[src/hdl/assert_macros.svh]
// ---------------------------------------------------------------------------
// Assertion macros
// Shared concurrent assertion forms for the odometry block.
// ---------------------------------------------------------------------------
`ifndef ASSERT_MACROS_SVH
`define ASSERT_MACROS_SVH

// Implication checked on every clock edge outside reset.
`define ASSERT_IMPL(label, clk, rst_n, ante, cons) \
    label: assert property (@(posedge clk) disable iff (!rst_n) (ante) |-> (cons)) \
        else $error("assertion failed");

// Next-cycle implication checked outside reset.
`define ASSERT_NEXT(label, clk, rst_n, ante, cons) \
    label: assert property (@(posedge clk) disable iff (!rst_n) (ante) |=> (cons)) \
        else $error("assertion failed");

`endif

[src/hdl/ddwo_div.sv]
// ---------------------------------------------------------------------------
// Odometry divider
// Restoring divider, 64-bit dividend by 48-bit divisor, one quotient bit a cycle.
// ---------------------------------------------------------------------------
module ddwo_div
(
    input  logic        clk,
    input  logic        rst_n,
    input  logic        start,
    input  logic [63:0] dividend,
    input  logic [47:0] divisor,
    output logic        busy,
    output logic [63:0] quotient
);

    logic [63:0] quo_reg;
    logic [63:0] quo_next;
    logic [48:0] rem_reg;
    logic [48:0] rem_next;
    logic [47:0] dsr_reg;
    logic [47:0] dsr_next;
    logic [6:0]  cnt_reg;
    logic [6:0]  cnt_next;
    logic [49:0] trial;
    logic [49:0] shifted;

    always_comb
    begin
        quo_next = quo_reg;
        rem_next = rem_reg;
        dsr_next = dsr_reg;
        cnt_next = cnt_reg;
        shifted = {rem_reg, quo_reg[63]};
        trial = shifted - {2'b00, dsr_reg};
        if (start)
        begin
            quo_next = dividend;
            rem_next = '0;
            dsr_next = divisor;
            cnt_next = 7'd64;
        end
        else if (cnt_reg != 7'd0)
        begin
            cnt_next = cnt_reg - 7'd1;
            if (!trial[49])
            begin
                rem_next = trial[48:0];
                quo_next = {quo_reg[62:0], 1'b1};
            end
            else
            begin
                rem_next = shifted[48:0];
                quo_next = {quo_reg[62:0], 1'b0};
            end
        end
    end

    always_ff @(posedge clk or negedge rst_n)
    begin
        if (!rst_n)
        begin
            cnt_reg <= '0;
        end
        else
        begin
            cnt_reg <= cnt_next;
        end
    end

    always_ff @(posedge clk)
    begin
        quo_reg <= quo_next;
        rem_reg <= rem_next;
        dsr_reg <= dsr_next;
    end

    assign busy = (cnt_reg != 7'd0);
    assign quotient = quo_reg;

endmodule

[config.mk]
export PLATFORM = sky130hd
export DESIGN_NAME = ddwo_div
export DESIGN_NICKNAME = d
export VERILOG_FILES = /design/src/hdl/assert_macros.svh /design/src/hdl/ddwo_div.sv
export SDC_FILE = /design/constraint.sdc
export NUM_CORES = 1
export LEC_CHECK = 0
export BUFFER_PORTS_ARGS = -buffer_cell sky130_fd_sc_hd__buf_2
export CAP_MARGIN = 20
export CELL_PAD_IN_SITES_DETAIL_PLACEMENT = 0
export CELL_PAD_IN_SITES_GLOBAL_PLACEMENT = 1
export CORE_MARGIN = 2
export CORE_UTILIZATION = 47
export CTS_CLUSTER_DIAMETER = 150
export DETAILED_ROUTE_END_ITERATION = 7
export PLACE_DENSITY = 0.95
export SLEW_MARGIN = 10
export SYNTH_ARGS = -nofsm -noshare
export SYNTH_HDL_FRONTEND = slang
export SYNTH_SLANG_ARGS = --single-unit
[constraint.sdc]
create_clock -name clk -period 7.8 [get_ports clk]
set_clock_uncertainty 0.05 [all_clocks]
set_input_delay 0 -clock clk [delete_from_list [all_inputs] [get_ports clk]]
set_output_delay 0 -clock clk [all_outputs]
set_load 0.005 [all_outputs]
==> impl_metrics.csv, run 1 <==
group,metric,value,unit
cells_and_area,antenna_cells,0,
yosys,synth_cells,948,
hold_path,holdPathEnd,"dsr_reg[30]$_DFFE_PP_",
sta,finalCriticalPeriod,3.79,ns
place,post-place-ws,4.05,ns
cells_and_area,design_area,12400,um^2
clocking,clkTransAtPathRegs,0.07,ns
yosys,synth_ff_type,"edfxtp_1",
global_route,top_usage_layer,"met2",
critical_path,critPathSlowestCell,"xnor2_4",
die,die-area,21600,um^2
critical_path,r2r_end,"rem_reg[5]$_SDFFE_PP0P_",
yosys,ys_seq_elements,168,
clocking,cts_buffer_depth,2,
cells_and_area,fin_cells,1498,
critical_path,crit_type,"register to register",
critical_path,crit_family,"compound AO/OA/AOI/OAI gates",
critical_path,critPathMaxStageDelay,0.55,ns
clocking,cts_root_buffer,"clkbuf_16",
sta,drv_slew,0,
global_route,gr-usage-met1,31.0,%
global_route,grt_start_max_net_pins,84,
global_route,grt_util_all_layers,23.8,%
place,hpwl,17000,um
critical_path,r2r_slack,4.01,ns
cells_and_area,area_delta_synth_final,28.9,%
place,finalWeightedCongestion,0.894,
die,fp.dieW,147,um
cells_and_area,drive_gt1_share,23.9,%
global_route,met3_usage,4.78,%
clocking,ctsResizeCount,0,
sta,grt_setup_unrepaired,"false",
sta,hold-worst-slack,0.0306,ns
critical_path,critPathMaxFanout,28,
job,drv_cap,0,
yosys,yosysTopAreaCell,"edfxtp_1",
route,remaining_drc_errors,0,
clocking,cts_max_level,4,
global_route,grtUsageMet2,39.8,%
clocking,cts_buffers,17,
sta,tightest_slew,0.968,ns
clocking,clock_latency,0.43,ns
place,placed_cells,1352,
cells_and_area,fin_nets,1380,
yosys,synth_async_sr_flop_share,4.17,%
critical_path,worst-path-buf-inv,2,
sta,fmax,0.264,GHz
critical_path,worstReg2RegStart,"dsr_reg[27]$_DFFE_PP_",
sta,min_period_over_period,48.6,%
power_and_ir_drop,power.total,3.53,mW
yosys,yosys_warnings,0,
power_and_ir_drop,irDropWorstVdd,176,uV
route,drt_pass1_iterations,6,
yosys,ys_seq_area_share,47.1,%
cells_and_area,final_core_util,61.5,%
status,status,"finished clean",
route,avgRoutedWirePerCell,17.0,um
global_route,antenna_found_initial,0,
cells_and_area,largest_reg_flops,64,
global_route,grt_pass1_wl,41400,um
clocking,cts_setup_buffers,0,
route,wirelength,25500,um
die,fp-row-count,52,
clocking,clkSinkCount,168,
sta,final_hold_viol_count,0,
route,dr.first_iter.drc_count,622,
sta,finalSetupViolCount,0,
clocking,tritoncts,"built",
yosys,synth_commonest_cells,"edfxtp_1, nand2_1, nor2_1, mux2_2, inv_1",
global_route,grt_pass1_vias,8238,
route,viasPerCell,5.48,
critical_path,reg2regPathDepth,13,
die,io_pins,180,
sta,relSlewSlack,35.4,%
die,core-area,20100,um^2
hold_path,hp-class,"input pin to register",
yosys,synth.cell_area,9590,um^2
yosys,synthTopCellsByArea,"edfxtp_1, dfxtp_1, mux2_2",
route,postRouteAntennaNets,0,
yosys,syn_avg_cell_area,10.1,um^2
route,via_count,8212,
yosys,synth_edf_count,112,
critical_path,cp.arrival,4.06,ns
die,start_util,47.7,%
critical_path,crit_chain,"inv_1, ha_1, and3_1, a221o_1, a21o_1, a21oi_2, nand3b_1, o21ai_4, o31ai_4, xnor2_4, buf_4, nand2_1, a311oi_1",
yosys,yosysUniqueCellTypes,66,
hold_path,holdCritStartpoint,"start",
yosys,synth_top_cell_area_share,35.1,%
critical_path,startpoint_type,"register",
power_and_ir_drop,pwr_density_cell,285,nW/um^2
place,place_area,10600,um^2
hold_path,hold-path-cell-count,1,
critical_path,cp-end-kind,"register",
sta,timing.final.ws_setup,4.01,ns
critical_path,worst_ep_required_time,8.07,ns
die,die_h,147,um
global_route,gr-total-overflow,0,
place,port_buffers,179,
yosys,syn_nets,1113,
power_and_ir_drop,power.leakage,5.40,nW
sta,tns,0,ns
==> layout make-up <==
cell class / instances / area, um^2
multi-input cells: 665 / 4580
fillers: 1636 / 7740
clock buffers: 17 / 425
well taps: 270 / 338
inverters: 64 / 240
flip-flops and latches: 168 / 4520
repair buffers: 299 / 2090
clock inverters: 15 / 173
==> timing repair <==
item | CTS | global route
endpoints found under the setup margin | 0 | 0
hold buffers | 114 | 0
endpoints found under the hold margin | 119 | 0
==> logic make-up (layout without fill, tap and decap cells) <==
group	count (synthesis)	after routing	share of synthesized area [%]
XOR/XNOR	47	47	4.56
buffers and inverters	115	395	5.26
multiplexers	68	68	7.93
adder cells (fa/ha/maj)	50	50	6.60
AO/OA/AOI/OAI	215	215	15.3
AND/OR/NAND/NOR	285	285	13.2
flip-flops	168	168	47.1
==> report_power, final <==
group | internal, mW | total (mW) | switching, mW
combinational | 0.585 | 1.39 | 0.806
clock | 0.460 | 0.870 | 0.410
sequential | 1.14 | 1.27 | 0.126
total | 2.19 | 3.53 | 1.34
==> cells in the final DEF, fill, tap and decap left out, drive strengths merged, types with 13 or more instances in the layout <==
cell | Yosys | final
buf | 25 | 185
dlygate4sd3 | 0 | 114
nand2 | 112 | 112
edfxtp | 112 | 112
nor2 | 84 | 84
inv | 64 | 73
mux2 | 64 | 64
a21oi | 62 | 62
ha | 49 | 49
dfxtp | 49 | 49
o21ai | 38 | 38
xnor2 | 33 | 33
a311oi | 30 | 30
nand3 | 21 | 21
a21o | 19 | 19
clkbuf | 26 | 17
nor3 | 15 | 15
xor2 | 14 | 14
a211oi | 13 | 13
==> metal layers <==
metal / vias up / part of all wire (%)
met1: 3887 / 44
met5: - / 0
li1: 3987 / -
met2: 298 / 47
met4: 0 / 2.2
met3: 40 / 6.2
==> worst max path at each step <==
stage	from	end	slack, ns	cells after the start
after floorplan	quotient[63]$_DFFE_PP_	rem_reg[36]$_SDFFE_PP0P_	4.78	13
after global placement	dsr_reg[27]$_DFFE_PP_	rem_reg[11]$_SDFFE_PP0P_	4.15	13
after detailed placement	dsr_reg[28]$_DFFE_PP_	rem_reg[7]$_SDFFE_PP0P_	4.05	13
after CTS	dsr_reg[27]$_DFFE_PP_	rem_reg[5]$_SDFFE_PP0P_	4.03	13
after global routing	dsr_reg[27]$_DFFE_PP_	rem_reg[8]$_SDFFE_PP0P_	3.80	13
final	dsr_reg[27]$_DFFE_PP_	rem_reg[5]$_SDFFE_PP0P_	4.01	13
Power figures use the tool's default switching activity.
==> run 2: changes to the inputs <==
--- a/config.mk
+++ b/config.mk
@@ -5,15 +5,16 @@
 export SDC_FILE = /design/constraint.sdc
 export NUM_CORES = 1
 export LEC_CHECK = 0
+export ABC_AREA = 1
 export BUFFER_PORTS_ARGS = -buffer_cell sky130_fd_sc_hd__buf_2
 export CAP_MARGIN = 20
 export CELL_PAD_IN_SITES_DETAIL_PLACEMENT = 0
 export CELL_PAD_IN_SITES_GLOBAL_PLACEMENT = 1
 export CORE_MARGIN = 2
-export CORE_UTILIZATION = 47
+export CORE_UTILIZATION = 37
 export CTS_CLUSTER_DIAMETER = 150
 export DETAILED_ROUTE_END_ITERATION = 7
-export PLACE_DENSITY = 0.95
+export PLACE_DENSITY = 0.89
 export SLEW_MARGIN = 10
 export SYNTH_ARGS = -nofsm -noshare
 export SYNTH_HDL_FRONTEND = slang
==> constraint.sdc (replaced) <==
create_clock -name clk -period 3.25 [get_ports clk]
set_clock_uncertainty 0.05 [all_clocks]
set_input_delay 0 -clock clk [delete_from_list [all_inputs] [get_ports clk]]
set_output_delay 0 -clock clk [all_outputs]
set_load 0.005 [all_outputs]
==> run 2 against run 1 <==
Effect of this change:
- wire length rose by 36%
- power up 65%
- synthesized cell count increased by 84%
- core utilization decreased by 14 points
- largest power group is now sequential cells
==> impl_metrics.csv, run 2 <==
group,metric,value,unit
critical_path,cp_common_cell,"nand2_1",
cells_and_area,drive_gt1_share,12.1,%
power_and_ir_drop,pwr-share-comb,17.3,%
route,avgRoutedWirePerCell,14.2,um
sta,relSlewSlack,52.5,%
sta,tns,0,ns
yosys,synth.cell_area,11400,um^2
critical_path,critPathMaxFanout,10,
route,remaining_drc_errors,0,
global_route,gr-total-overflow,0,
sta,drv_slew,0,
cells_and_area,antenna_cells,0,
cells_and_area,fin_nets,2193,
yosys,syn_avg_cell_area,6.56,um^2
critical_path,worst-path-buf-inv,4,
critical_path,crit_chain,"inv_1, ha_1, nand2_1, inv_2, nand2_1, nand2_1, inv_1, nand2_1, clkinv_1, nand2_1, a21oi_1, nand3_2, nand2_2, o21ai_0",
sta,grt_setup_unrepaired,"false",
route,viasPerCell,4.61,
yosys,ys_seq_elements,168,
yosys,yosysMostFrequentCell,"nand2_1",
cells_and_area,fin_cells,2437,
yosys,ys_seq_area_share,39.5,%
critical_path,critPathMaxStageDelay,0.37,ns
yosys,synth_ff_type,"edfxtp_1",
sta,fmax,0.357,GHz
critical_path,crit_type,"register to register",
critical_path,worst_ep_required_time,3.35,ns
critical_path,worstReg2RegStart,"dsr_reg[32]$_DFFE_PP_",
hold_path,hp-class,"input pin to register",
cells_and_area,layout_common_cells,"nand2_1, inv_1, buf_2",
clocking,clkTransAtPathRegs,0.07,ns
yosys,synth_edf_count,112,
route,via_count,11200,
cells_and_area,largest_reg_flops,64,
sta,tightest_slew,0.711,ns
die,start_util,37.5,%
global_route,grt_start_max_net_pins,93,
sta,min_period_over_period,86.2,%
global_route,grt_pass1_wl,56200,um
clocking,cts_max_level,4,
yosys,yosys_warnings,0,
power_and_ir_drop,p_seq_share,45.4,%
critical_path,cp-end-kind,"register",
yosys,synth_async_sr_flop_share,4.17,%
power_and_ir_drop,power.leakage,7.99,nW
power_and_ir_drop,switchingPower,1.64,mW
yosys,synth_cells,1744,
route,wirelength,34700,um
clocking,cts_setup_buffers,0,
yosys,yosysUniqueCellTypes,33,
clocking,cts_buffers,17,
clocking,cts_buffer_depth,2,
die,core-area,30500,um^2
power_and_ir_drop,power.total,5.83,mW
yosys,synthTopCellsByArea,"edfxtp_1, nand2_1, inv_1",
route,drt_pass1_iterations,5,
clocking,cts_root_buffer,"clkbuf_16",
global_route,grt_pass1_vias,11200,
route,dr.first_iter.drc_count,698,
power_and_ir_drop,switching_share,28.2,%
yosys,yosysTopAreaCell,"edfxtp_1",
sta,final_hold_viol_count,0,
cells_and_area,area_delta_synth_final,27.0,%
place,placed_cells,2289,
die,io_pins,180,
power_and_ir_drop,pwr_density_cell,401,nW/um^2
critical_path,r2r_slack,0.45,ns
power_and_ir_drop,power.clock.fraction,37.3,%
route,postRouteAntennaNets,0,
cells_and_area,final_common_cell,"nand2_1",
clocking,clkSinkCount,168,
job,drv_cap,0,
place,hpwl,25000,um
clocking,ctsResizeCount,0,
clocking,clock_latency,0.45,ns
critical_path,crit_family,"simple AND/OR/NAND/NOR gates",
place,finalWeightedCongestion,0.938,
critical_path,startpoint_type,"register",
hold_path,holdCritStartpoint,"divisor[3]",
yosys,synth_commonest_cells,"nand2_1, inv_1, nand3_1, edfxtp_1, nor2_1",
yosys,synth_top_cell_area_share,29.4,%
critical_path,crit_start,"dsr_reg[32]$_DFFE_PP_",
yosys,syn_nets,1909,
clocking,tritoncts,"built",
global_route,antenna_found_initial,0,
die,die-area,32300,um^2
status,status,"finished clean",
power_and_ir_drop,irDropWorstVdd,373,uV
sta,finalSetupViolCount,0,
sta,finalCriticalPeriod,2.80,ns
power_and_ir_drop,p_int,4.19,mW
place,port_buffers,179,
global_route,grt_util_all_layers,21.6,%
die,fp.dieW,180,um
die,die_h,180,um
die,fp-row-count,64,
critical_path,cp.arrival,2.90,ns
critical_path,critPathSlowestCell,"edfxtp_1",
run 2: cell type report:
class	count	area, um^2
fillers	3072	16000
multi-input cells	1171	5380
flip-flops and latches	168	4520
repair buffers	302	2150
inverters	368	1380
well taps	396	495
clock buffers	20	447
clock inverters	12	164
run 2: power groups by stage:
stage	clock [mW]	sequential [mW]	combinational, mW
after floorplan	0	2.67	0.498
after global placement	0	2.68	0.873
after detailed placement	0	2.68	0.883
after CTS	2.23	2.65	0.991
after global routing	2.31	2.67	1.13
final	2.18	2.65	1.01
run 2: final timing paths:
kind                                            endpoint  cells past startpoint
worst max-delay path               quotient[0]$_DFFE_PP_                     14
worst min register to register  rem_reg[36]$_SDFFE_PP0P_                      2
min in group asynchronous         cnt_reg[4]$_DFFE_PN0P_                      3
worst max register to register     quotient[0]$_DFFE_PP_                     14
max in group asynchronous         cnt_reg[2]$_DFFE_PN0P_                      3
worst min-delay path                dsr_reg[3]$_DFFE_PP_                      2
run 2: cell families (layout without fill, tap and decap cells):
logic type	Yosys count	after routing	synth area share, %
AND/OR/NAND/NOR	1048	1048	37.1
buffers and inverters	405	702	13.7
AO/OA/AOI/OAI	43	43	1.91
adder cells (fa/ha/maj)	50	50	5.53
XOR/XNOR	30	30	2.30
flip-flops	168	168	39.5
run 2: per-layer routing:
metal	GRT usage, %	part of all wire, %	vias to the layer above	wire length, um
li1	-	-	5806	-
met1	26.8	45	5007	15600
met2	35.8	46	360	15800
met3	5.65	6.5	52	2240
met4	8.13	2.9	0	989
met5	0	0	-	0
run 2: stage by stage:
stage,utilization (%),hold WS [ns],instance area [um^2],setup WS (ns)
floorplan,-,-0.346,11400,0.562
CTS,47.6,0.190,14500,0.487
detailed placement,41.8,-0.203,12700,0.506
global route,47.6,0.191,14500,0.223
finish,47.6,0.210,14500,0.448
global placement,41.8,-0.204,12700,0.540
run 2: timing repair:
action / 4_1_cts / 5_1_grt
endpoints found under the hold margin: 130 / 0
endpoints found under the setup margin: 0 / 0
hold buffers: 115 / 0
