==> config.mk <==
export PLATFORM = sky130hd
export DESIGN_NAME = ddwo_cordic
export DESIGN_NICKNAME = d
export VERILOG_FILES = /design/src/hdl/ddwo_pkg.sv /design/src/hdl/ddwo_cordic.sv
export VERILOG_INCLUDE_DIRS = /design/src /design/src/hdl
export SDC_FILE = /design/constraint.sdc
export NUM_CORES = 1
export LEC_CHECK = 0
export BUFFER_PORTS_ARGS = -buffer_cell sky130_fd_sc_hd__buf_2
export CORE_ASPECT_RATIO = 2
export CORE_MARGIN = 2
export CORE_UTILIZATION = 30
export CTS_CLUSTER_SIZE = 30
export DETAILED_ROUTE_END_ITERATION = 6
export GPL_ROUTABILITY_DRIVEN = 0
export PLACE_DENSITY = 0.45
export SLEW_MARGIN = 15
export SYNTH_ARGS = -nofsm -noshare
export SYNTH_HDL_FRONTEND = slang
export SYNTH_SLANG_ARGS = --single-unit
export TNS_END_PERCENT = 5
==> constraint.sdc <==
create_clock -name clk -period 8.7 [get_ports clk]
set_input_delay 0.87 -clock clk [delete_from_list [all_inputs] [get_ports clk]]
set_output_delay 0.87 -clock clk [all_outputs]
set_load 0.05 [all_outputs]
==> src/hdl/assert_macros.svh <==
// ---------------------------------------------------------------------------
// Assertion macros
// Shared concurrent assertion forms for the odometry block.
// ---------------------------------------------------------------------------
`ifndef ASSERT_MACROS_SVH
`define ASSERT_MACROS_SVH

// Implication checked on every clock edge outside reset.
`define ASSERT_IMPL(label, clk, rst_n, ante, cons) \
    label: assert property (@(posedge clk) disable iff (!rst_n) (ante) |-> (cons)) \
        else $error("assertion failed");

// Next-cycle implication checked outside reset.
`define ASSERT_NEXT(label, clk, rst_n, ante, cons) \
    label: assert property (@(posedge clk) disable iff (!rst_n) (ante) |=> (cons)) \
        else $error("assertion failed");

`endif

==> src/hdl/ddwo_pkg.sv <==
// ---------------------------------------------------------------------------
// Odometry package
// Constants and tables shared by the odometry modules.
// ---------------------------------------------------------------------------
package ddwo_pkg;

    localparam logic [31:0] KINV_Q32 = 32'h9B74EDA8;
    localparam logic [31:0] RPM_SCALE = 32'd3932160000;

    function automatic logic [31:0] atan_entry(input logic [4:0] i);
        logic [31:0] r;
        begin
            case (i)
                5'd0: r = 32'd536870912;
                5'd1: r = 32'd316933406;
                5'd2: r = 32'd167458907;
                5'd3: r = 32'd85004756;
                5'd4: r = 32'd42667331;
                5'd5: r = 32'd21354465;
                5'd6: r = 32'd10679838;
                5'd7: r = 32'd5340245;
                5'd8: r = 32'd2670163;
                5'd9: r = 32'd1335087;
                5'd10: r = 32'd667544;
                5'd11: r = 32'd333772;
                5'd12: r = 32'd166886;
                5'd13: r = 32'd83443;
                5'd14: r = 32'd41722;
                5'd15: r = 32'd20861;
                5'd16: r = 32'd10430;
                5'd17: r = 32'd5215;
                5'd18: r = 32'd2608;
                5'd19: r = 32'd1304;
                5'd20: r = 32'd652;
                5'd21: r = 32'd326;
                5'd22: r = 32'd163;
                5'd23: r = 32'd81;
                5'd24: r = 32'd41;
                5'd25: r = 32'd20;
                5'd26: r = 32'd10;
                5'd27: r = 32'd5;
                5'd28: r = 32'd3;
                5'd29: r = 32'd1;
                5'd30: r = 32'd1;
                default: r = 32'd0;
            endcase
            return r;
        end
    endfunction

    function automatic logic [31:0] sat32(input logic neg, input logic [63:0] mag);
        logic [31:0] r;
        begin
            if (neg)
            begin
                if (mag >= 64'h80000000) r = 32'h80000000;
                else r = 32'd0 - mag[31:0];
            end
            else
            begin
                if (mag > 64'h7FFFFFFF) r = 32'h7FFFFFFF;
                else r = mag[31:0];
            end
            return r;
        end
    endfunction

endpackage

==> src/hdl/ddwo_cordic.sv <==
// ---------------------------------------------------------------------------
// Odometry CORDIC
// Rotation-mode CORDIC, one iteration a cycle on a shared add-shift unit.
// ---------------------------------------------------------------------------
`include "assert_macros.svh"
module ddwo_cordic
#(
    parameter int CORDIC_STEPS = 24
)
(
    input  logic        clk,
    input  logic        rst_n,
    input  logic        start,
    input  logic [48:0] x_in,
    input  logic [31:0] ang_in,
    output logic        busy,
    output logic [31:0] x_out,
    output logic [31:0] y_out
);

    localparam int CW = 52;

    logic signed [CW-1:0] x_reg;
    logic signed [CW-1:0] x_next;
    logic signed [CW-1:0] y_reg;
    logic signed [CW-1:0] y_next;
    logic signed [33:0]   z_reg;
    logic signed [33:0]   z_next;
    logic [5:0]           i_reg;
    logic [5:0]           i_next;
    logic                 run_reg;
    logic                 run_next;
    logic signed [CW-1:0] xs;
    logic signed [CW-1:0] ys;
    logic signed [33:0]   at;
    logic                 quad;

    always_comb
    begin
        x_next = x_reg;
        y_next = y_reg;
        z_next = z_reg;
        i_next = i_reg;
        run_next = run_reg;
        xs = x_reg >>> i_reg[4:0];
        ys = y_reg >>> i_reg[4:0];
        at = {2'b00, ddwo_pkg::atan_entry(i_reg[4:0])};
        quad = ($signed(ang_in) > $signed(32'h40000000)) ||
               ($signed(ang_in) < $signed(32'hC0000000));
        if (start)
        begin
            x_next = quad ? -{{(CW-49){x_in[48]}}, x_in} : {{(CW-49){x_in[48]}}, x_in};
            y_next = '0;
            z_next = quad ? {{2{~ang_in[31]}}, ~ang_in[31], ang_in[30:0]}
                          : {{2{ang_in[31]}}, ang_in};
            i_next = '0;
            run_next = 1'b1;
        end
        else if (run_reg)
        begin
            if (!z_reg[33])
            begin
                x_next = x_reg - ys;
                y_next = y_reg + xs;
                z_next = z_reg - at;
            end
            else
            begin
                x_next = x_reg + ys;
                y_next = y_reg - xs;
                z_next = z_reg + at;
            end
            i_next = i_reg + 6'd1;
            if (i_reg == 6'(CORDIC_STEPS - 1)) run_next = 1'b0;
        end
    end

    always_ff @(posedge clk or negedge rst_n)
    begin
        if (!rst_n)
        begin
            run_reg <= 1'b0;
            i_reg <= '0;
        end
        else
        begin
            run_reg <= run_next;
            i_reg <= i_next;
        end
    end

    always_ff @(posedge clk)
    begin
        x_reg <= x_next;
        y_reg <= y_next;
        z_reg <= z_next;
    end

    assign busy = run_reg;
    assign x_out = x_reg[47:16];
    assign y_out = y_reg[47:16];

    `ASSERT_NEXT(a_start_runs, clk, rst_n, start, run_reg && i_reg == 6'd0)
    `ASSERT_IMPL(a_count_bound, clk, rst_n, run_reg, i_reg < 6'(CORDIC_STEPS))
    `ASSERT_NEXT(a_step_adv, clk, rst_n, run_reg && !start, i_reg == $past(i_reg) + 6'd1)

endmodule

==> summary.txt, run 1 <==
Status
  – Status: completed

Clock tree
  – Hold_buf cts: 0
  – Cts bufs inserted: 17
  – CTS clk-pin slew, worst paths: 0.07 ns
  – Clock sinks: 145
  – Post-CTS Resized: 0
  – Clk_lat worst skew: 0.53 ns
  – Post-CTS setup buffers: 0
  – Root Driver: clkbuf_16
  – Htree depth: 4
  – TritonCTS clock tree: done
  – Clock tree buffer depth: 2

STA
  – Final Hold Fails: 0
  – Fin crit period: 8.14 ns
  – Final setup violation count: 0
  – Final worst-path cycle share: 0.936
  – Final TNS setup: 0 ns
  – Final Max Tran Viols: 0
  – Worst slew margin: 0.349
  – Setup Skew: 0.0152 ns
  – RSZ-0062 raised after global routing: false
  – Max frequency: 0.123 GHz
  – Pin slew with the least headroom to its limit: 0.973 ns

GRT
  – M1 GR Usage: 0.268
  – GR Overflow Total: 0
  – Largest net degree at the start of global routing: 88
  – Met3 global-route usage: 0.0406
  – Vias in the first global route: 25800
  – Global-route wire length before repair: 167000 um
  – Gr busiest metal: met2
  – M2 GR Usage: 0.457
  – Tot GR Track Use: 0.258
  – Initial antenna violation count: 2

Synth
  – Ys Warns: 0
  – Mapped Nets: 3376
  – Number of synthesized flops with an enable pin: 86
  – Syn Area/Cell: 8.05 um^2
  – Post-synthesis sequential area ratio: 0.150
  – Cells after Synth: 3138
  – Synth Flop Type: edfxtp_1
  – Post-synthesis cell area: 25300 um^2
  – Flops & latches, synth: 145
  – Fraction of registers with async set/reset: 0.0483
  – Synth cell types: 97

Setup path
  – Critical Path Sink: x_reg[38]$_DFFE_PP_
  – Arr. time, crit path: 8.39 ns
  – Worst-path fanout max: 54
  – R2R cell count: 21
  – CP required: 8.95 ns
  – FF-to-FF setup slack: 0.56 ns
  – Endpoint type of the worst setup path: flop
  – Crit start category: flop
  – RR Startpoint: i_reg[1]$_DFFE_PN0P_
  – Critical R2R Capture: x_reg[38]$_DFFE_PP_
  – Worst Setup SP: i_reg[1]$_DFFE_PN0P_
  – Crit Path Class: flop to flop

Floorplanning
  – Io pins: 149
  – FP Rows: 150
  – Die X: 209 um
  – Height of the chip: 414 um
  – Core area: 83500 um^2
  – Initial Util: 0.303
  – Die area: 86700 um^2

Finish
  – Total Nets Final: 3379
  – Fill count: 8956
  – Area growth from synthesis to layout: 8.36%
  – Final core occ: 0.328
  – Post-route cell area: 27400 um^2
  – Layout cells sized above 1: 0.163
  – Seq. cell area: 3820 um^2
  – Ant. Diodes: 0
  – Multi-input gate area: 19900 um^2
  – Non-Filler Instances: 4218

Drt
  – Drt drc: 0
  – 1st-iter DRT viols: 2033
  – DRT Wirelength: 114000 um
  – Wire per inst: 26.9 um
  – Via-to-Cell Ratio: 6.01
  – Via count: 25300
  – Pre-antenna DRT Iters: 7
  – Routed Antenna Nets: 0

Place
  – Input/output buffers: 148
  – Cells after DPL: 4186
  – Final HPWL DP: 89000 um
  – Placed instance area: 26800 um^2

Min path
  – Hold Crit Class: primary input to asynchronous set/reset pin

Flow run
  – Max Cap Viol: 0
worst min path at each step:
stage	startpoint	end
2_1_floorplan	y_reg[0]$_SDFFE_PP0P_	y_reg[0]$_SDFFE_PP0P_
3_3_place_gp	y_reg[0]$_SDFFE_PP0P_	y_reg[0]$_SDFFE_PP0P_
3_5_place_dp	y_reg[0]$_SDFFE_PP0P_	y_reg[0]$_SDFFE_PP0P_
4_1_cts	rst_n	i_reg[3]$_DFFE_PN0P_
5_1_grt	rst_n	i_reg[4]$_DFFE_PN0P_
6_report	rst_n	i_reg[3]$_DFFE_PN0P_
per-stage QoR:
stage | hold slack [ns] | worst slack (ns)
finish | 0.166 | 0.559
global route | 0.166 | 0.0567
CTS | 0.137 | 0.624
detailed placement | 0.508 | 0.678
global placement | 0.514 | 0.767
floorplan | 0.466 | 1.81
Yosys cell counts, drive strengths merged, types with 61 or more instances:
cell	instances	share of area
edfxtp	86	0.10
nand2	282	0.042
mux2	90	0.040
a21o	76	0.023
a31oi	61	0.015
a21oi	260	0.051
mux2i	119	0.047
buf	148	0.037
mux4	106	0.095
nor2	284	0.042
inv	65	0.0097
ha	151	0.075
clkbuf	102	0.015
xor2	134	0.046
o21ai	230	0.046
xnor2	156	0.054
critical path, stage by stage, from the launching register on:
cell      delay (ns)
dfrtp_4         0.95
buf_4           0.49
mux4_1          0.66
mux4_2          0.61
a221oi_2        0.44
nand3_1         0.20
nor3_2          0.27
and3_1          0.37
and2_1          0.24
a31oi_1         0.12
xnor2_1         0.19
ha_1            0.44
nand3_1         0.21
or4_1           0.55
a2111o_1        0.52
a21oi_1         0.32
nor2_1          0.11
o21ai_0         0.55
nand2_1         0.10
o21ai_0         0.22
xnor2_1         0.14
o21ai_0         0.09
routing by layer:
| metal | wire [um] | share of wire |
|---|---|---|
| met1 | 41100 | 0.36 |
| met5 | 10 | 0.000088 |
| met4 | 9890 | 0.087 |
| met3 | 6050 | 0.053 |
| met2 | 56600 | 0.50 |
area by class of cell:
cell class / instances / area share
multi-input combinational: 2676 / 0.727
tap: 1064 / 0.0486
timing repair buffer: 234 / 0.0527
clock buffer: 17 / 0.0155
sequential: 145 / 0.139
inverter: 67 / 0.00923
clock inverter: 15 / 0.00713
kinds of logic (layout without fill, tap and decap cells):
group | Yosys count | count (layout) | synth area share
AOI/OAI and AO/OA | 974 | 974 | 0.247
and+or+nand+nor | 942 | 942 | 0.180
buffers and inverters | 317 | 333 | 0.0621
muxes | 315 | 315 | 0.182
xor gates and xnor gates | 291 | 291 | 0.101
adders and majority gates | 154 | 154 | 0.0771
DFF | 145 | 145 | 0.150
cell usage in the layout, fill, tap and decap left out, types with 23 or more instances in the layout:
cell and count:
buf_4 82, xnor2_1 156, ha_1 151, nand2b_1 42, mux4_2 103, and2_1 35
mux2i_1 118, or2_2 23, nor3_1 53, nand3_1 45, and3_1 24, a21o_1 76
mux2_2 88, edfxtp_1 86, nor2_1 283, buf_2 147, dfxtp_1 52, o31ai_1 25
o21ai_0 227, inv_1 61, a22oi_1 39, nor2b_1 31, o22ai_1 33, a21oi_1 260
xor2_1 134, a211oi_1 39, a31oi_1 61, nand2_1 282
Power of run 1 is not shown: default switching activity piles up to over one toggle a cycle in this logic, so the estimate is an artifact.
==> inputs of run 2 (changes only) <==
==> constraint.sdc (replaced) <==
create_clock -name clk -period 9.2 [get_ports clk]
set_input_delay 0.92 -clock clk [delete_from_list [all_inputs] [get_ports clk]]
set_output_delay 0.92 -clock clk [all_outputs]
set_load 0.05 [all_outputs]
==> summary.txt, run 2 (synthesis results as in run 1) <==
Floorplanning
  – Height of the chip: 414 um (unchanged)
  – Io pins: 149 (unchanged)
  – FP Rows: 150 (unchanged)
  – Initial Util: 0.303 (unchanged)
  – Core area: 83500 um^2 (unchanged)
  – Die area: 86700 um^2 (unchanged)
  – Die X: 209 um (unchanged)

Drt
  – 1st-iter DRT viols: 1927 (-5.2%)
  – Via-to-Cell Ratio: 5.98 (-0.49%)
  – Wire per inst: 26.3 um (-2.4%)
  – Pre-antenna DRT Iters: 6 (-1)
  – Routed Antenna Nets: 0 (unchanged)
  – Via count: 25100 (-1.0%)
  – DRT Wirelength: 110000 um (-3.0%)
  – Drt drc: 0 (unchanged)

Clock tree
  – Root Driver: clkbuf_16
  – Clk_lat worst skew: 0.51 ns (-0.02 ns)
  – Post-CTS Resized: 0 (unchanged)
  – Clock sinks: 145 (unchanged)
  – Post-CTS setup buffers: 0 (unchanged)
  – Hold_buf cts: 0 (unchanged)
  – Htree depth: 4 (unchanged)
  – CTS clk-pin slew, worst paths: 0.07 ns (about the same)
  – Clock tree buffer depth: 2 (unchanged)
  – Cts bufs inserted: 17 (unchanged)
  – TritonCTS clock tree: done

STA
  – Fin crit period: 8.15 ns (+0.0125 ns)
  – RSZ-0062 raised after global routing: false
  – Final Hold Fails: 0 (unchanged)
  – Final worst-path cycle share: 0.886 (-0.0495)
  – Setup Skew: 0.0115 ns (-0.00372 ns)
  – Final Max Tran Viols: 0 (unchanged)
  – Max frequency: 0.123 GHz (-0.15%)
  – Setup ws final: 1.05 ns (+0.487 ns)
  – Final setup violation count: 0 (unchanged)
  – Final TNS setup: 0 ns (unchanged)
  – Pin slew with the least headroom to its limit: 1.31 ns (+0.335 ns)
  – Worst slew margin: 0.127 (-0.222)

GRT
  – Global-route wire length before repair: 163000 um (-1.9%)
  – Largest net degree at the start of global routing: 86 (-2.3%)
  – Initial antenna violation count: 3 (+1)
  – Tot GR Track Use: 0.251 (-0.00755)
  – GR Overflow Total: 0 (unchanged)
  – Vias in the first global route: 25600 (-0.54%)

Finish
  – Seq. cell area: 3820 um^2 (unchanged)
  – Fill count: 8986 (+0.33%)
  – Area growth from synthesis to layout: 7.42%
  – Most common cell after layout, fill and taps aside: nor2_1
  – Total Nets Final: 3356 (-0.68%)
  – Most frequent cells in the layout: nor2_1 (283), nand2_1 (282), a21oi_1 (260)
  – Layout cells sized above 1: 0.156 (-0.00710)
  – Multi-input gate area: 19900 um^2 (about the same)
  – Ant. Diodes: 0 (unchanged)

Place
  – Input/output buffers: 148 (unchanged)
  – Final HPWL DP: 87000 um (-2.3%)
  – Pre-CTS setup slack: 1.21 ns (+0.533 ns)

Setup path
  – Worst-path fanout max: 41 (-24%)
  – Cell Chain, Critical Path: mux4_2 > mux2i_1 > o22ai_1 > a211oi_1 > nor3b_1 > nand3_1 > nand4bb_1 > nor4_4 > nor2_1 > xor2_1 > ha_1 > nand3_1 > nor3_1 > nand2_1 > or2_2 > nor4_1 > nor2_1 > o311ai_0 > a31oi_1 > xor2_1 > o21ai_0
  – CP required: 9.62 ns (+0.67 ns)
  – Crit-path max cell delay: 0.86 ns (-0.09 ns)
  – Endpoint type of the worst setup path: flop
  – Crit Path Class: flop to flop
  – Crit start category: flop
  – CP max stage cell: dfrtp_4
  – Arr. time, crit path: 8.57 ns (+0.18 ns)

Min path
  – Hold Crit Class: primary input to asynchronous set/reset pin

Flow run
  – Max Cap Viol: 0 (unchanged)

Status
  – Status: completed
[run 2: cell count changes in the layout (fill, tap and decap cells not counted)]
cell,previous run,this run
buf_4,82,59
bufinv_16,3,1
clkinv_1,2,4
clkinvlp_4,1,4
inv_6,5,4
inv_8,2,0
nor2b_1,31,32
nor2b_2,1,0
[run 2: layout make-up]
class / instances / area share
Timing Repair Buffer: 211 / 0.0468
Inverter: 67 / 0.00931
Clock inverter: 15 / 0.00493
Tap cell: 1064 / 0.0490
Multi-Input combinational cell: 2676 / 0.734
Sequential cell: 145 / 0.141
Clock buffer: 17 / 0.0157
[run 2: path summary, 6_finish.rpt]
kind / startpoint / endpoint / slack (ns) / cells after the start
setup / recovery: i_reg[1]$_DFFE_PN0P_ / y_reg[49]$_SDFFE_PP0P_ / 1.05 / 21
hold / removal: rst_n / busy$_DFF_PN0_ / 0.23 / 1
setup reg to reg: i_reg[1]$_DFFE_PN0P_ / y_reg[49]$_SDFFE_PP0P_ / 1.05 / 21
hold reg to reg: y_reg[0]$_SDFFE_PP0P_ / y_reg[0]$_SDFFE_PP0P_ / 0.53 / 2
max in group asynchronous: rst_n / i_reg[2]$_DFFE_PN0P_ / 8.79 / 1
min in group clk: y_reg[0]$_SDFFE_PP0P_ / y_reg[0]$_SDFFE_PP0P_ / 0.53 / 2
[run 2: through the flow]
stage / utilization / std cells / hold slack, ns / cell area (um^2)
final: 0.325 / 4195 / 0.232 / 27100
after global routing: 0.325 / 4195 / 0.231 / 27100
after CTS: 0.325 / 4195 / 0.215 / 27100
after detailed placement: 0.318 / 4163 / 0.525 / 26600
after global placement: 0.318 / 4163 / 0.532 / 26600
after floorplan: - / 3138 / 0.466 / 25300
[run 2: layer usage]
metal | vias up | GRT usage | part of all wire
met5 | - | 0 | 0.00012
met4 | 2 | 0.192 | 0.084
met3 | 347 | 0.0398 | 0.047
met2 | 883 | 0.449 | 0.50
met1 | 12100 | 0.260 | 0.36
li1 | 11700 | - | -
[run 2: worst max-delay path, delay by kind of cell (launching register included)]
family | cells | cell delay [ns]
compound gates | 5 | 1.53
xor+xnor | 2 | 0.33
fa+ha+maj | 1 | 0.36
flops | 1 | 0.86
mux | 2 | 1.24
simple gates | 11 | 3.65
Power of run 2 is left out for the same reason.
==> inputs of run 3 (changes only) <==
--- a/config.mk
+++ b/config.mk
@@ -13,8 +13,8 @@
 export CTS_CLUSTER_SIZE = 30
 export DETAILED_ROUTE_END_ITERATION = 6
 export GPL_ROUTABILITY_DRIVEN = 0
+export GPL_TIMING_DRIVEN = 0
 export PLACE_DENSITY = 0.45
-export SLEW_MARGIN = 15
 export SYNTH_ARGS = -nofsm -noshare
 export SYNTH_HDL_FRONTEND = slang
 export SYNTH_SLANG_ARGS = --single-unit
==> summary.txt, run 3 (synthesis results as in run 1) <==
Status
  – Status: complete, but fails checks
  – Violated checks: capacitance limit, slew limit, setup timing

Power
  – Int Pwr: 0.00621 W
  – Worst vdd ir: 0.256 mV
  – Reg power frac: 0.127
  – PwrDens: 516 nW/um^2
  – Sw Ratio: 0.572
  – Static Leak: 11.6 nW
  – Gate power share: 0.821
  – NetSw: 0.00830 W
  – Clk network pwr share: 0.052

Floorplanning
  – Io pins: 149 (unchanged)
  – Initial Util: 0.303 (unchanged)
  – Height of the chip: 414 um (unchanged)
  – FP Rows: 150 (unchanged)
  – Die X: 209 um (unchanged)
  – Die area: 86700 um^2 (unchanged)
  – Core area: 83500 um^2 (unchanged)

Finish
  – Total Nets Final: 3545 (+5.6%)
  – Fill count: 8977 (-0.10%)
  – Most frequent cells in the layout: nor2_1 (283), nand2_1 (281), a21oi_1 (258)
  – Area growth from synthesis to layout: 11.3%
  – Layout cells sized above 1: 0.172 (+0.0158)
  – Most common cell after layout, fill and taps aside: nor2_1

STA
  – Setup ws final: -0.0342 ns (-1.08 ns)
  – Final TNS setup: -0.0342 ns (-0.0342 ns)
  – Max frequency: 0.108 GHz (-12%)
  – Final Max Tran Viols: 23 (+23)
  – Final worst-path cycle share: 1.00 (+0.118)
  – Worst slew margin: -0.0486 (-0.175)
  – RSZ-0062 raised after global routing: true
  – Pin slew with the least headroom to its limit: 1.57 ns (+0.266 ns)
  – Fin crit period: 9.23 ns (+1.08 ns)
  – Setup Skew: 0.0192 ns (+0.00769 ns)
  – Final setup violation count: 1 (+1)
  – Final Hold Fails: 0 (unchanged)

Flow run
  – Max Cap Viol: 2 (+2)

GRT
  – GR Overflow Total: 0 (unchanged)
  – Vias in the first global route: 27600 (+7.9%)
  – Largest net degree at the start of global routing: 60 (-30%)
  – Tot GR Track Use: 0.353 (+0.103)
  – Global-route wire length before repair: 213000 um (+31%)
  – Initial antenna violation count: 13 (+10)

Clock tree
  – Clk_lat worst skew: 0.52 ns (about the same)
  – Root Driver: clkbuf_16
  – Clock tree buffer depth: 2 (unchanged)
  – CTS clk-pin slew, worst paths: 0.07 ns (about the same)
  – Htree depth: 4 (unchanged)
  – TritonCTS clock tree: done
  – Clock sinks: 145 (unchanged)
  – Cts bufs inserted: 17 (unchanged)

Drt
  – Via-to-Cell Ratio: 6.40 (+7.1%)
  – 1st-iter DRT viols: 3200 (+66%)
  – Drt drc: 0 (unchanged)
  – Via count: 28100 (+12%)
  – DRT Wirelength: 154000 um (+39%)
  – Routed Antenna Nets: 0 (unchanged)
  – Pre-antenna DRT Iters: 7 (+1)
  – Wire per inst: 35.0 um (+33%)

Setup path
  – Arr. time, crit path: 9.61 ns (+1.04 ns)
  – Worst Setup SP: i_reg[4]$_DFFE_PN0P_
  – Endpoint type of the worst setup path: flop
  – RR Startpoint: i_reg[4]$_DFFE_PN0P_
  – Worst-path fanout max: 10 (-76%)
  – Crit start category: flop
  – CP required: 9.58 ns (-0.04 ns)
  – R2R cell count: 23 (+9.5%)
  – Crit Path Class: flop to flop

Place
  – Input/output buffers: 147 (-0.68%)
  – Final HPWL DP: 115000 um (+32%)
  – Pre-CTS setup slack: -1.07 ns (-2.28 ns)

Min path
  – Hold Crit Class: primary input to asynchronous set/reset pin
-- run 3: changes by cell type in the layout (fill, tap and decap cells not counted), sizes merged --
cell	before	now
clkinv	9	6
bufinv	1	2
clkbuf	17	134
inv	68	67
buf	211	284
diode	0	7
clkdlybuf4s15	0	2
-- run 3: path summary, 6_finish.rpt --
path | end | slack [ns]
max in group asynchronous | i_reg[0]$_DFFE_PN0P_ | 8.79
max reg2reg | y_reg[35]$_SDFFE_PP0P_ | -0.03
min reg2reg | y_reg[0]$_SDFFE_PP0P_ | 0.50
max | y_reg[35]$_SDFFE_PP0P_ | -0.03
min in group clk | y_reg[0]$_SDFFE_PP0P_ | 0.50
min | i_reg[1]$_DFFE_PN0P_ | 0.24
-- run 3: worst max-delay path: stages (launching register included) --
cell and delay [ns]:
dfrtp_1 0.73, clkbuf_1 0.54, clkbuf_2 0.60, buf_1 0.72, clkbuf_2 0.53, clkbuf_1 0.69
clkbuf_1 0.62, clkbuf_1 0.70, nand2_1 0.12, o211ai_1 0.13, o21ai_0 0.44, xnor2_1 0.28
ha_1 0.27, a21oi_1 0.17, o21ai_0 0.13, a221o_1 0.34, a31oi_1 0.24, o41a_1 0.45
nand2b_1 0.38, a21oi_1 0.25, a21boi_0 0.36, o21ai_0 0.16, xnor2_1 0.14, o21ai_0 0.08
-- run 3: repair_timing --
action / 4_1_cts / 5_1_grt
resized for setup: 15 / 64
buffers inserted: 0 / 4
setup endpoints to repair: 22 / 52
pin swaps: 0 / 1
cloned: 0 / 0
hold buffers: 0 / 0
-- run 3: power by group through the flow --
stage	Clock, W	Combinational (W)	Sequential (W)
3_3_place_gp	0	0.0114	0.00183
4_1_cts	0.000762	0.0114	0.00181
2_1_floorplan	0	0.00861	0.00142
3_5_place_dp	0	0.0113	0.00182
5_1_grt	0.000776	0.0129	0.00185
6_report	0.000749	0.0119	0.00185
-- run 3: metal layers --
layer	GRT usage	up-vias	routed length, um
met5	0.00565	-	31
met3	0.118	758	14800
li1	-	12100	-
met1	0.355	13300	50300
met2	0.570	1884	69000
met4	0.336	4	19500
-- run 3: cell type report --
cell class              count  area (um^2)  share of cell area
multi-input cells        2676        19900               0.709
flip-flops and latches    145         3800               0.135
plain buffers             246         1380              0.0490
well taps                1064         1330              0.0473
repair buffers            154          816              0.0290
clock buffers              20          437              0.0155
inverters                  67          262             0.00930
clock inverters            12          134             0.00476
diodes                      7         17.5            0.000623
-- run 3: through the flow --
stage / power [W] / util / hold WS, ns / area (um^2) / instances
after global routing: 0.0155 / 0.337 / 0.233 / 28100 / 4386
after global placement: 0.0132 / 0.327 / 0.492 / 27300 / 4349
after CTS: 0.0140 / 0.335 / 0.218 / 28000 / 4381
after detailed placement: 0.0131 / 0.328 / 0.497 / 27400 / 4351
after floorplan: 0.0100 / - / 0.466 / 25300 / 3138
final: 0.0145 / 0.337 / 0.237 / 28100 / 4391
Power figures use the tool's default switching activity.
